==> src/hw/rtl/clbs_pkg.sv <==
// ----------------------------------------------------------------------------
// clbs_pkg
// Shared types and constants for the character LCD bus sequencer.
// ----------------------------------------------------------------------------
package clbs_pkg;

  // command codes carried by each input transaction
  typedef enum logic [1:0] {
    CMD_TICK  = 2'd0,
    CMD_INIT  = 2'd1,
    CMD_GOTO  = 2'd2,
    CMD_WRITE = 2'd3
  } cmd_t;

  // pin sequencer phases
  typedef enum logic [3:0] {
    PH_IDLE        = 4'd0,
    PH_RD_SETUP    = 4'd1,
    PH_RD_E1       = 4'd2,
    PH_RD_E2       = 4'd3,
    PH_RD_END_BUSY = 4'd4,
    PH_RD_END_FREE = 4'd5,
    PH_WAIT_PRE    = 4'd6,
    PH_WR_SETUP    = 4'd7,
    PH_WR_E        = 4'd8,
    PH_WR_HOLD     = 4'd9,
    PH_WAIT_POST   = 4'd10
  } phase_t;

  // configuration register indexes
  localparam logic [2:0] REG_BUSY_CLEAR_WAIT = 3'd0;
  localparam logic [2:0] REG_COMMAND_SETTLE  = 3'd1;
  localparam logic [2:0] REG_CHAR_SETTLE     = 3'd2;
  localparam logic [2:0] REG_CLEAR_SETTLE    = 3'd3;
  localparam logic [2:0] REG_FUNCTION_SET    = 3'd4;
  localparam logic [2:0] REG_DISPLAY_CONTROL = 3'd5;
  localparam logic [2:0] REG_ENTRY_MODE      = 3'd6;

  localparam int unsigned CFG_INDEX_W = 3;
  localparam int unsigned CFG_DATA_W  = 16;
  localparam int unsigned ADDR_W      = 7;

  // register reset values
  localparam logic [15:0] BUSY_CLEAR_WAIT_RST = 16'd32;
  localparam logic [15:0] COMMAND_SETTLE_RST  = 16'd156;
  localparam logic [15:0] CHAR_SETTLE_RST     = 16'd172;
  localparam logic [15:0] CLEAR_SETTLE_RST    = 16'd8000;
  localparam logic [7:0]  FUNCTION_SET_RST    = 8'h38;
  localparam logic [7:0]  DISPLAY_CONTROL_RST = 8'h0F;
  localparam logic [7:0]  ENTRY_MODE_RST      = 8'h06;

  localparam logic [7:0] CLEAR_DISPLAY_BYTE = 8'h01;
  localparam logic       SET_DDRAM_BIT      = 1'b1;
  localparam int unsigned BUSY_BIT          = 7;
  localparam logic [1:0] ROW_SECOND         = 2'd2;

  // init sequence steps
  localparam logic [2:0] STEP_NONE     = 3'd0;
  localparam logic [2:0] STEP_FUNCTION = 3'd1;
  localparam logic [2:0] STEP_DISPLAY  = 3'd2;
  localparam logic [2:0] STEP_CLEAR    = 3'd3;

  // classified item between front and back
  typedef struct packed {
    cmd_t       cmd;
    logic [7:0] cmd_byte;
    logic [7:0] din;
  } item_t;

  // one result transaction
  typedef struct packed {
    logic       pin_enable;
    logic       pin_register_select;
    logic       pin_read_write;
    logic [7:0] pin_data_out;
    logic       data_drive;
    logic       ready_res;
    logic       rejected;
  } res_t;

endpackage

==> src/hw/rtl/clbs_queue.sv <==
// ----------------------------------------------------------------------------
// clbs_queue
// Two-entry register queue with push/full and pop/empty handshakes.
// ----------------------------------------------------------------------------
module clbs_queue #(
  parameter int unsigned WIDTH = 8
) (
  input  logic             clk,
  input  logic             rst,
  input  logic             push,
  input  logic [WIDTH-1:0] push_data,
  output logic             full,
  input  logic             pop,
  output logic [WIDTH-1:0] pop_data,
  output logic             empty
);

  logic [WIDTH-1:0] mem [2];
  logic             wr_ptr;
  logic             rd_ptr;
  logic [1:0]       count;
  logic             push_ok;
  logic             pop_ok;

  assign full     = (count == 2'd2);
  assign empty    = (count == 2'd0);
  assign push_ok  = push && !full;
  assign pop_ok   = pop && !empty;
  assign pop_data = mem[rd_ptr];

  always_ff @(posedge clk) begin
    if (push_ok) begin
      mem[wr_ptr] <= push_data;
    end
  end

  always_ff @(posedge clk) begin
    if (rst) begin
      wr_ptr <= 1'b0;
      rd_ptr <= 1'b0;
      count  <= 2'd0;
    end else begin
      if (push_ok) begin
        wr_ptr <= ~wr_ptr;
      end
      if (pop_ok) begin
        rd_ptr <= ~rd_ptr;
      end
      case ({push_ok, pop_ok})
        2'b10:   count <= count + 2'd1;
        2'b01:   count <= count - 2'd1;
        default: count <= count;
      endcase
    end
  end

endmodule

==> src/hw/rtl/clbs_front.sv <==
// ----------------------------------------------------------------------------
// clbs_front
// Classifies an incoming transaction and forms the byte it will write.
// ----------------------------------------------------------------------------
module clbs_front import clbs_pkg::*; #(
  parameter int unsigned SECOND_ROW_BASE = 64
) (
  input  logic [1:0] cmd,
  input  logic [7:0] char_code,
  input  logic [5:0] column,
  input  logic [1:0] row,
  input  logic [7:0] pin_data_in,
  output item_t      item
);

  logic [ADDR_W-1:0] row_base;
  logic [ADDR_W-1:0] addr;

  // column is one based; adding all ones subtracts one modulo 128
  assign row_base = (row == ROW_SECOND) ? ADDR_W'(SECOND_ROW_BASE) : '0;
  assign addr     = ADDR_W'(column) + {ADDR_W{1'b1}} + row_base;

  always_comb begin
    item.cmd = cmd_t'(cmd);
    item.din = pin_data_in;
    if (cmd_t'(cmd) == CMD_GOTO) begin
      item.cmd_byte = {SET_DDRAM_BIT, addr};
    end else begin
      item.cmd_byte = char_code;
    end
  end

endmodule

==> src/hw/rtl/clbs_engine.sv <==
// ----------------------------------------------------------------------------
// clbs_engine
// Pin sequencer: one tick per item, status polling, byte writes and waits.
// ----------------------------------------------------------------------------
module clbs_engine import clbs_pkg::*; (
  input  logic                   clk,
  input  logic                   rst,
  input  logic                   cfg_write_en,
  input  logic [CFG_INDEX_W-1:0] cfg_index,
  input  logic [CFG_DATA_W-1:0]  cfg_data,
  input  item_t                  item,
  input  logic                   item_empty,
  output logic                   item_pop,
  output res_t                   res,
  output logic                   res_push,
  input  logic                   res_full
);

  logic [15:0] busy_clear_wait;
  logic [15:0] command_settle;
  logic [15:0] char_settle;
  logic [15:0] clear_settle;
  logic [7:0]  function_set;
  logic [7:0]  display_control;
  logic [7:0]  entry_mode;

  phase_t      phase, phase_next;
  logic [15:0] wait_count, wait_count_next;
  logic [2:0]  init_step, init_step_next;
  logic [7:0]  pending_byte, pending_byte_next;
  logic        pending_is_data, pending_is_data_next;
  logic        pin_e, pin_e_next;
  logic        pin_rs, pin_rs_next;
  logic        pin_rw, pin_rw_next;
  logic [7:0]  pin_data, pin_data_next;
  logic        pin_drive, pin_drive_next;
  logic        rejected;
  logic        step;

  assign step     = !item_empty && !res_full;
  assign item_pop = step;
  assign res_push = step;

  always_ff @(posedge clk) begin
    if (rst) begin
      busy_clear_wait <= BUSY_CLEAR_WAIT_RST;
      command_settle  <= COMMAND_SETTLE_RST;
      char_settle     <= CHAR_SETTLE_RST;
      clear_settle    <= CLEAR_SETTLE_RST;
      function_set    <= FUNCTION_SET_RST;
      display_control <= DISPLAY_CONTROL_RST;
      entry_mode      <= ENTRY_MODE_RST;
    end else if (cfg_write_en) begin
      case (cfg_index)
        REG_BUSY_CLEAR_WAIT: busy_clear_wait <= cfg_data;
        REG_COMMAND_SETTLE:  command_settle  <= cfg_data;
        REG_CHAR_SETTLE:     char_settle     <= cfg_data;
        REG_CLEAR_SETTLE:    clear_settle    <= cfg_data;
        REG_FUNCTION_SET:    function_set    <= cfg_data[7:0];
        REG_DISPLAY_CONTROL: display_control <= cfg_data[7:0];
        REG_ENTRY_MODE:      entry_mode      <= cfg_data[7:0];
        default: ;
      endcase
    end
  end

  always_ff @(posedge clk) begin
    if (rst) begin
      phase           <= PH_IDLE;
      wait_count      <= '0;
      init_step       <= STEP_NONE;
      pending_byte    <= '0;
      pending_is_data <= 1'b0;
      pin_e           <= 1'b0;
      pin_rs          <= 1'b0;
      pin_rw          <= 1'b0;
      pin_data        <= '0;
      pin_drive       <= 1'b1;
    end else if (step) begin
      phase           <= phase_next;
      wait_count      <= wait_count_next;
      init_step       <= init_step_next;
      pending_byte    <= pending_byte_next;
      pending_is_data <= pending_is_data_next;
      pin_e           <= pin_e_next;
      pin_rs          <= pin_rs_next;
      pin_rw          <= pin_rw_next;
      pin_data        <= pin_data_next;
      pin_drive       <= pin_drive_next;
    end
  end

  always_comb begin
    logic        settle_done;
    logic        go_settle;
    logic [15:0] settle_n;
    phase_next           = phase;
    wait_count_next      = wait_count;
    init_step_next       = init_step;
    pending_byte_next    = pending_byte;
    pending_is_data_next = pending_is_data;
    pin_e_next           = pin_e;
    pin_rs_next          = pin_rs;
    pin_rw_next          = pin_rw;
    pin_data_next        = pin_data;
    pin_drive_next       = pin_drive;
    rejected             = 1'b0;
    settle_done          = 1'b0;
    go_settle            = 1'b0;
    settle_n             = '0;

    // command start, only from idle
    if (item.cmd != CMD_TICK) begin
      if (phase != PH_IDLE) begin
        rejected = 1'b1;
      end else begin
        case (item.cmd)
          CMD_INIT: begin
            init_step_next       = STEP_FUNCTION;
            pending_byte_next    = function_set;
            pending_is_data_next = 1'b0;
            phase_next           = PH_RD_SETUP;
          end
          CMD_GOTO: begin
            init_step_next       = STEP_NONE;
            pending_byte_next    = item.cmd_byte;
            pending_is_data_next = 1'b0;
            phase_next           = PH_WR_SETUP;
          end
          default: begin
            init_step_next       = STEP_NONE;
            pending_byte_next    = item.cmd_byte;
            pending_is_data_next = 1'b1;
            phase_next           = PH_RD_SETUP;
          end
        endcase
      end
    end

    // one tick of the pin sequence
    case (phase_next)
      PH_RD_SETUP: begin
        pin_e_next = 1'b0; pin_rs_next = 1'b0; pin_rw_next = 1'b1; pin_drive_next = 1'b0;
        phase_next = PH_RD_E1;
      end
      PH_RD_E1: begin
        pin_e_next = 1'b1; pin_rs_next = 1'b0; pin_rw_next = 1'b1; pin_drive_next = 1'b0;
        phase_next = PH_RD_E2;
      end
      PH_RD_E2: begin
        pin_e_next = 1'b1; pin_rs_next = 1'b0; pin_rw_next = 1'b1; pin_drive_next = 1'b0;
        phase_next = item.din[BUSY_BIT] ? PH_RD_END_BUSY : PH_RD_END_FREE;
      end
      PH_RD_END_BUSY: begin
        pin_e_next = 1'b0; pin_rs_next = 1'b0; pin_rw_next = 1'b1; pin_drive_next = 1'b1;
        phase_next = PH_RD_SETUP;
      end
      PH_RD_END_FREE: begin
        pin_e_next = 1'b0; pin_rs_next = 1'b0; pin_rw_next = 1'b1; pin_drive_next = 1'b1;
        if (busy_clear_wait == '0) begin
          phase_next = PH_WR_SETUP;
        end else begin
          wait_count_next = busy_clear_wait;
          phase_next      = PH_WAIT_PRE;
        end
      end
      PH_WAIT_PRE: begin
        wait_count_next = wait_count_next - 16'd1;
        if (wait_count_next == '0) begin
          phase_next = PH_WR_SETUP;
        end
      end
      PH_WR_SETUP: begin
        pin_data_next = pending_byte_next;
        pin_e_next = 1'b0; pin_rs_next = pending_is_data_next; pin_rw_next = 1'b0;
        pin_drive_next = 1'b1;
        phase_next = PH_WR_E;
      end
      PH_WR_E: begin
        pin_e_next = 1'b1; pin_rs_next = pending_is_data_next; pin_rw_next = 1'b0;
        pin_drive_next = 1'b1;
        phase_next = PH_WR_HOLD;
      end
      PH_WR_HOLD: begin
        pin_e_next = 1'b0; pin_rs_next = pending_is_data_next; pin_rw_next = 1'b0;
        pin_drive_next = 1'b1;
        if (pending_is_data_next) begin
          settle_n  = char_settle;
          go_settle = 1'b1;
        end else if (init_step_next == STEP_CLEAR) begin
          settle_n  = clear_settle;
          go_settle = 1'b1;
        end else if (init_step_next != STEP_NONE) begin
          settle_n  = command_settle;
          go_settle = 1'b1;
        end else begin
          phase_next = PH_IDLE;
        end
        if (go_settle) begin
          if (settle_n == '0) begin
            settle_done = 1'b1;
          end else begin
            wait_count_next = settle_n;
            phase_next      = PH_WAIT_POST;
          end
        end
      end
      PH_WAIT_POST: begin
        wait_count_next = wait_count_next - 16'd1;
        if (wait_count_next == '0) begin
          settle_done = 1'b1;
        end
      end
      default: begin
        phase_next = PH_IDLE;
      end
    endcase

    // next init command, or back to idle
    if (settle_done) begin
      if (init_step_next >= STEP_FUNCTION && init_step_next <= STEP_CLEAR) begin
        init_step_next       = init_step_next + 3'd1;
        pending_is_data_next = 1'b0;
        phase_next           = PH_WR_SETUP;
        case (init_step_next)
          STEP_DISPLAY: pending_byte_next = display_control;
          STEP_CLEAR:   pending_byte_next = CLEAR_DISPLAY_BYTE;
          default:      pending_byte_next = entry_mode;
        endcase
      end else begin
        init_step_next = STEP_NONE;
        phase_next     = PH_IDLE;
      end
    end
  end

  always_comb begin
    res.pin_enable          = pin_e_next;
    res.pin_register_select = pin_rs_next;
    res.pin_read_write      = pin_rw_next;
    res.pin_data_out        = pin_data_next;
    res.data_drive          = pin_drive_next;
    res.ready_res           = (phase_next == PH_IDLE);
    res.rejected            = rejected;
  end

endmodule

==> src/hw/rtl/char_lcd_bus_sequencer.sv <==
// ----------------------------------------------------------------------------
// char_lcd_bus_sequencer
// Character LCD 8-bit bus sequencer: one transaction is one 250 ns tick,
// optionally carrying an init, goto or write character command.
// ----------------------------------------------------------------------------
// path: a transaction is written into the input queue at the accepting edge; the
//   sequencer then steps on it and writes its result into the result queue, and
//   it stalls while the input queue is empty or the result queue is full
// throughput: one transaction per cycle while the result queue is not full; the pin
//   sequencer steps once per transaction between the two two-entry queues
// reset (rst, synchronous): queues empty, sequencer idle, pins low with the
//   data bus driven, all registers at their defaults
module char_lcd_bus_sequencer import clbs_pkg::*; #(
  parameter int unsigned SECOND_ROW_BASE = 64
) (
  input  logic                   clk,
  input  logic                   rst,
  // configuration writes
  input  logic                   cfg_write_en,
  input  logic [CFG_INDEX_W-1:0] cfg_index,
  input  logic [CFG_DATA_W-1:0]  cfg_data,
  // input side
  input  logic                   push,
  output logic                   full,
  input  logic [1:0]             cmd,
  input  logic [7:0]             char_code,
  input  logic [5:0]             column,
  input  logic [1:0]             row,
  input  logic [7:0]             pin_data_in,
  // result side
  output logic                   empty,
  input  logic                   pop,
  output logic                   pin_enable,
  output logic                   pin_register_select,
  output logic                   pin_read_write,
  output logic [7:0]             pin_data_out,
  output logic                   data_drive,
  output logic                   ready_res,
  output logic                   rejected
);

  item_t front_item;
  item_t queued_item;
  logic  item_empty;
  logic  item_pop;
  res_t  engine_res;
  res_t  head_res;
  logic  res_push;
  logic  res_full;

  // front: decode the command and build the goto address byte
  clbs_front #(
    .SECOND_ROW_BASE(SECOND_ROW_BASE)
  ) u_front (
    .cmd        (cmd),
    .char_code  (char_code),
    .column     (column),
    .row        (row),
    .pin_data_in(pin_data_in),
    .item       (front_item)
  );

  // classified transactions waiting for the sequencer
  clbs_queue #(
    .WIDTH($bits(item_t))
  ) u_item_queue (
    .clk      (clk),
    .rst      (rst),
    .push     (push),
    .push_data(front_item),
    .full     (full),
    .pop      (item_pop),
    .pop_data (queued_item),
    .empty    (item_empty)
  );

  // back: pin sequencer, one tick per transaction
  clbs_engine u_engine (
    .clk         (clk),
    .rst         (rst),
    .cfg_write_en(cfg_write_en),
    .cfg_index   (cfg_index),
    .cfg_data    (cfg_data),
    .item        (queued_item),
    .item_empty  (item_empty),
    .item_pop    (item_pop),
    .res         (engine_res),
    .res_push    (res_push),
    .res_full    (res_full)
  );

  // finished results waiting for the consumer
  clbs_queue #(
    .WIDTH($bits(res_t))
  ) u_res_queue (
    .clk      (clk),
    .rst      (rst),
    .push     (res_push),
    .push_data(engine_res),
    .full     (res_full),
    .pop      (pop),
    .pop_data (head_res),
    .empty    (empty)
  );

  assign pin_enable          = head_res.pin_enable;
  assign pin_register_select = head_res.pin_register_select;
  assign pin_read_write      = head_res.pin_read_write;
  assign pin_data_out        = head_res.pin_data_out;
  assign data_drive          = head_res.data_drive;
  assign ready_res           = head_res.ready_res;
  assign rejected            = head_res.rejected;

endmodule
==> config.mk <==
export PLATFORM = sky130hd
export DESIGN_NAME = char_lcd_bus_sequencer
export DESIGN_NICKNAME = d
export VERILOG_FILES = /design/src/hw/rtl/clbs_pkg.sv /design/src/hw/rtl/clbs_queue.sv /design/src/hw/rtl/clbs_front.sv /design/src/hw/rtl/clbs_engine.sv /design/src/hw/rtl/char_lcd_bus_sequencer.sv
export SDC_FILE = /design/constraint.sdc
export NUM_CORES = 1
export LEC_CHECK = 0
export BUFFER_PORTS_ARGS = -buffer_cell sky130_fd_sc_hd__buf_2
export CAP_MARGIN = 25
export CORE_ASPECT_RATIO = 0.9
export CORE_UTILIZATION = 59
export DETAILED_ROUTE_END_ITERATION = 7
export GPL_ROUTABILITY_DRIVEN = 0
export GPL_TIMING_DRIVEN = 0
export PLACE_DENSITY = 0.78
export SLEW_MARGIN = 30
export SYNTH_ARGS = -nofsm -noshare
export SYNTH_HDL_FRONTEND = slang
export SYNTH_SLANG_ARGS = --single-unit
==> constraint.sdc <==
create_clock -name clk -period 6.1 [get_ports clk]
set_input_delay 0.61 -clock clk [delete_from_list [all_inputs] [get_ports clk]]
set_output_delay 0.61 -clock clk [all_outputs]
set_load 0.005 [all_outputs]
==> summary.md <==
| Metric | Value |
|---|---|
| Status | finished, violations left |
| Failing checks | DRC |
| Layout cell share with drive strength beyond 1 | 0.112 |
| Most frequent cells in the layout | nand2_1 (258), dfxtp_1 (142), a21oi_1 (117) |
| Synthesized flop and latch total | 192 |
| Most common cell after layout, fill and taps aside | nand2_1 |
| Hpwl dp | 17800 um |
| VDD IR max | 270 uV |
| Synth Area in Adders | 0.0162 |
| Post-Synthesis Cell Area | 9260 sq um |
| CTS Buf Count | 17 |
| Psw | 1.81 mW |
| CTS Root Cell | clkbuf_16 |
| Clock Power Share | 0.246 |
| Synth Area in Simple Gates | 0.238 |
| Initial antenna violation count | 0 |
| CP Capture Type | flip-flop |
| Worst-skew pair later-pin latency | 440 ps |
| Initial core utilization | 0.602 |
| Max_cap viols | 0 |
| Slew @ Worst Pin | 913 ps |
| Switching share of power | 0.382 |
| Logic pwr share | 0.407 |
| Hold slack | 371 ps |
| Data required, critical path | 6420 ps |
| Clk pin slew, worst setup/hold paths | 70 ps |
| Largest family of logic cells by synthesized area | simple AND/OR/NAND/NOR gates |
| Worst-path fanout max | 10 |
| Bufs on Longest Clock Path | 2 |
| Post-Synthesis Cells | 1090 |
| GRT Total Usage | 0.308 |
| Largest net degree at the start of global routing | 17 |
| Sequential share of power | 0.347 |
| Tcrit/Tclk final | 0.952 |
| Total I/O pin count | 66 |
| Number of global-route vias before repair | 7488 |
| Ys async rst share | 0 |
| Die Y | 121 um |
| Vias | 8310 |
| IO buf count | 55 |
| Clock sink total | 192 |
| FMAX | 172 MHz |
| Ys Warns | 0 |
| Area fraction in compound gates after synthesis | 0.160 |
| Post-DR wirelength/cell | 17.7 um |
| Max-slew violations | 0 |
| Fillcell total | 1275 |
| Mapped Avg Cell Area | 8.50 sq um |
| WP data arrival | 6130 ps |
| FF/Latch Area | 4340 sq um |
| Pwr Density | 454 nW/um^2 |
| Row count | 43 |
| Worst setup slack after placement | 134 ps |
| Drc violations | 2 |
| Core Box Area | 15400 sq um |
| Total Wirelength | 24500 um |
| Internal power | 2.93 mW |
| Final setup vio count | 0 |
| XOR/XNOR share of the synthesized area | 0.0246 |
| Top_reg_cell synth | dfxtp_1 |
| Final min period | 5810 ps |
| Final ANT Viol Nets | 0 |
| EDFF count, synth | 50 |
| Crit start category | flip-flop |
| Vias/cell | 6.03 |
| Worst Slack Setup Final | 295 ps |
| Layout Nets | 1226 |
| Seq/Total Area, Yosys | 0.469 |
| # diodes | 0 |
| Die Width | 134 um |
| Die Area | 16200 sq um |
| Setup CP Type | flip-flop to flip-flop |
| Synth-to-Final Area Change | 12.6% |
| First-iteration detailed-routing DRC count | 945 |
| Distinct cells, synth | 69 |
| CTS tree | built |
| RSZ-0062 raised after global routing | false |
| Total gr overflow | 0 |
| Syn Nets | 1152 |
| Worst Hold Class | primary input to flip-flop |
| Clock Skew | 8.41 ps |
| Hold Fails Final Rpt | 0 |
| CTS HTree Levels | 4 |
| Initial DRT Pass Iterations | 8 |
| Setup TNS | 0 ps |
| Rel. slew slack | 0.387 |
| Pleak | 3.88 nW |
| # Post-CTS Setup Buffers | 0 |
| Portion of netlist area occupied by mux cells | 0.0520 |
| Global-route wire length before repair | 38600 um |
| Multi-input logic area | 4570 sq um |
## state kept, by name (all words and copies together), names as in the netlist, 2 cells and up, named ones only
| name | count |
|---|---|
| u_res_queue.mem | 28 |
| u_item_queue.mem | 22 |
| u_engine.busy_clear_wait | 16 |
| u_engine.char_settle | 16 |
| u_engine.clear_settle | 16 |
| u_engine.command_settle | 16 |
| u_engine.wait_count | 16 |
| u_engine.display_control | 8 |
| u_engine.entry_mode | 8 |
| u_engine.function_set | 8 |
| u_engine.pending_byte | 8 |
| u_engine.pin_data | 8 |
| u_engine.phase | 4 |
| u_engine.init_step | 3 |
| u_item_queue.count | 2 |
| u_res_queue.count | 2 |
## metrics by stage
stage,power (mW),instances,util,cell area [sq um]
floorplan,2.95,1090,-,9260
global placement,3.47,1347,0.636,9790
detailed placement,3.52,1347,0.637,9800
CTS,4.68,1379,0.676,10400
global route,4.96,1379,0.678,10400
finish,4.73,1379,0.678,10400
## layer usage
| metal | wire length [um] | global-route usage | vias up |
|---|---|---|---|
| li1 | - | - | 3978 |
| met5 | 0 | 0 | - |
| met2 | 11000 | 0.476 | 395 |
| met4 | 359 | 0.0744 | 0 |
| met3 | 2080 | 0.0685 | 40 |
| met1 | 11000 | 0.440 | 3897 |
## worst paths after layout
kind | start | to | slack, ps | cells after the start
max | flip-flop | u_engine.pending_byte[5] | 290 | 19
min | pin_data_in[7] | u_item_queue.mem[0][7] | 370 | 1
max reg2reg | flip-flop | u_engine.pending_byte[5] | 290 | 19
min reg2reg | u_engine.char_settle[11] | u_engine.char_settle[11] | 460 | 2
## cells by family (layout without fill, tap and decap cells)
family,after synthesis,in the layout
adders and majority gates,12,12
AOI/OAI and AO/OA,227,227
xor gates and xnor gates,26,26
buffers and inverters,87,174
DFF,192,192
and+or+nand+nor,500,500
muxes,46,46
## layout make-up
class                      count  share of cell area
buffer                        66              0.0278
timing repair buffer          55              0.0264
clock buffer                  21              0.0432
clock inverter                11              0.0156
inverter                      21             0.00756
sequential                   192               0.417
tap                          202              0.0242
multi-input combinational    811               0.438
## cells in the mapped netlist (4+ instances only)
library cell	count	share of area
o221ai_1	13	0.012
clkbuf_1	49	0.020
xnor2_1	19	0.018
buf_2	6	0.0032
or3_1	18	0.012
a221o_1	14	0.015
buf_6	4	0.0049
buf_1	6	0.0024
nand4_1	5	0.0034
inv_1	19	0.0077
edfxtp_1	50	0.16
nor4_1	7	0.0047
nand2b_1	8	0.0054
nor3b_1	8	0.0065
ha_1	12	0.016
dfxtp_1	142	0.31
a22oi_1	6	0.0049
nand2_1	258	0.10
mux2_2	17	0.021
mux2i_1	29	0.031
nor2b_1	8	0.0054
or4_1	4	0.0032
nor3_1	19	0.010
a21oi_1	117	0.063
a311o_1	6	0.0065
nand3_1	32	0.017
a211oi_1	9	0.0073
and3_1	4	0.0027
a32oi_1	4	0.0038
o21ai_0	27	0.015
xor2_1	7	0.0066
nor2_1	110	0.045
## timing repair
item / CTS / global route
setup endpoints to repair: 0 / 24
resized for setup: 0 / 4
hold buffers: 0 / 0
## critical path, cell delays in order, from the launching register on
cell      delay, ps
dfxtp_1         350
clkbuf_2        350
mux2i_1         460
ha_1            400
inv_1           150
nand2_2         210
and2_1          260
ha_1            190
ha_1            140
clkbuf_1        410
a21oi_2         130
and2_1          240
buf_2           200
a221o_1         360
a22oi_1         230
nand4_1         350
o41ai_4         650
buf_6           230
nor3_1           60
a311o_1         290
## power groups by stage
stage	combinational (mW)	clock, mW	sequential [mW]
4_1_cts	1.87	1.16	1.64
2_1_floorplan	1.32	0	1.63
3_5_place_dp	1.86	0	1.66
5_1_grt	2.08	1.22	1.66
6_report	1.93	1.17	1.64
3_3_place_gp	1.82	0	1.65
Power figures use the tool's default switching activity.
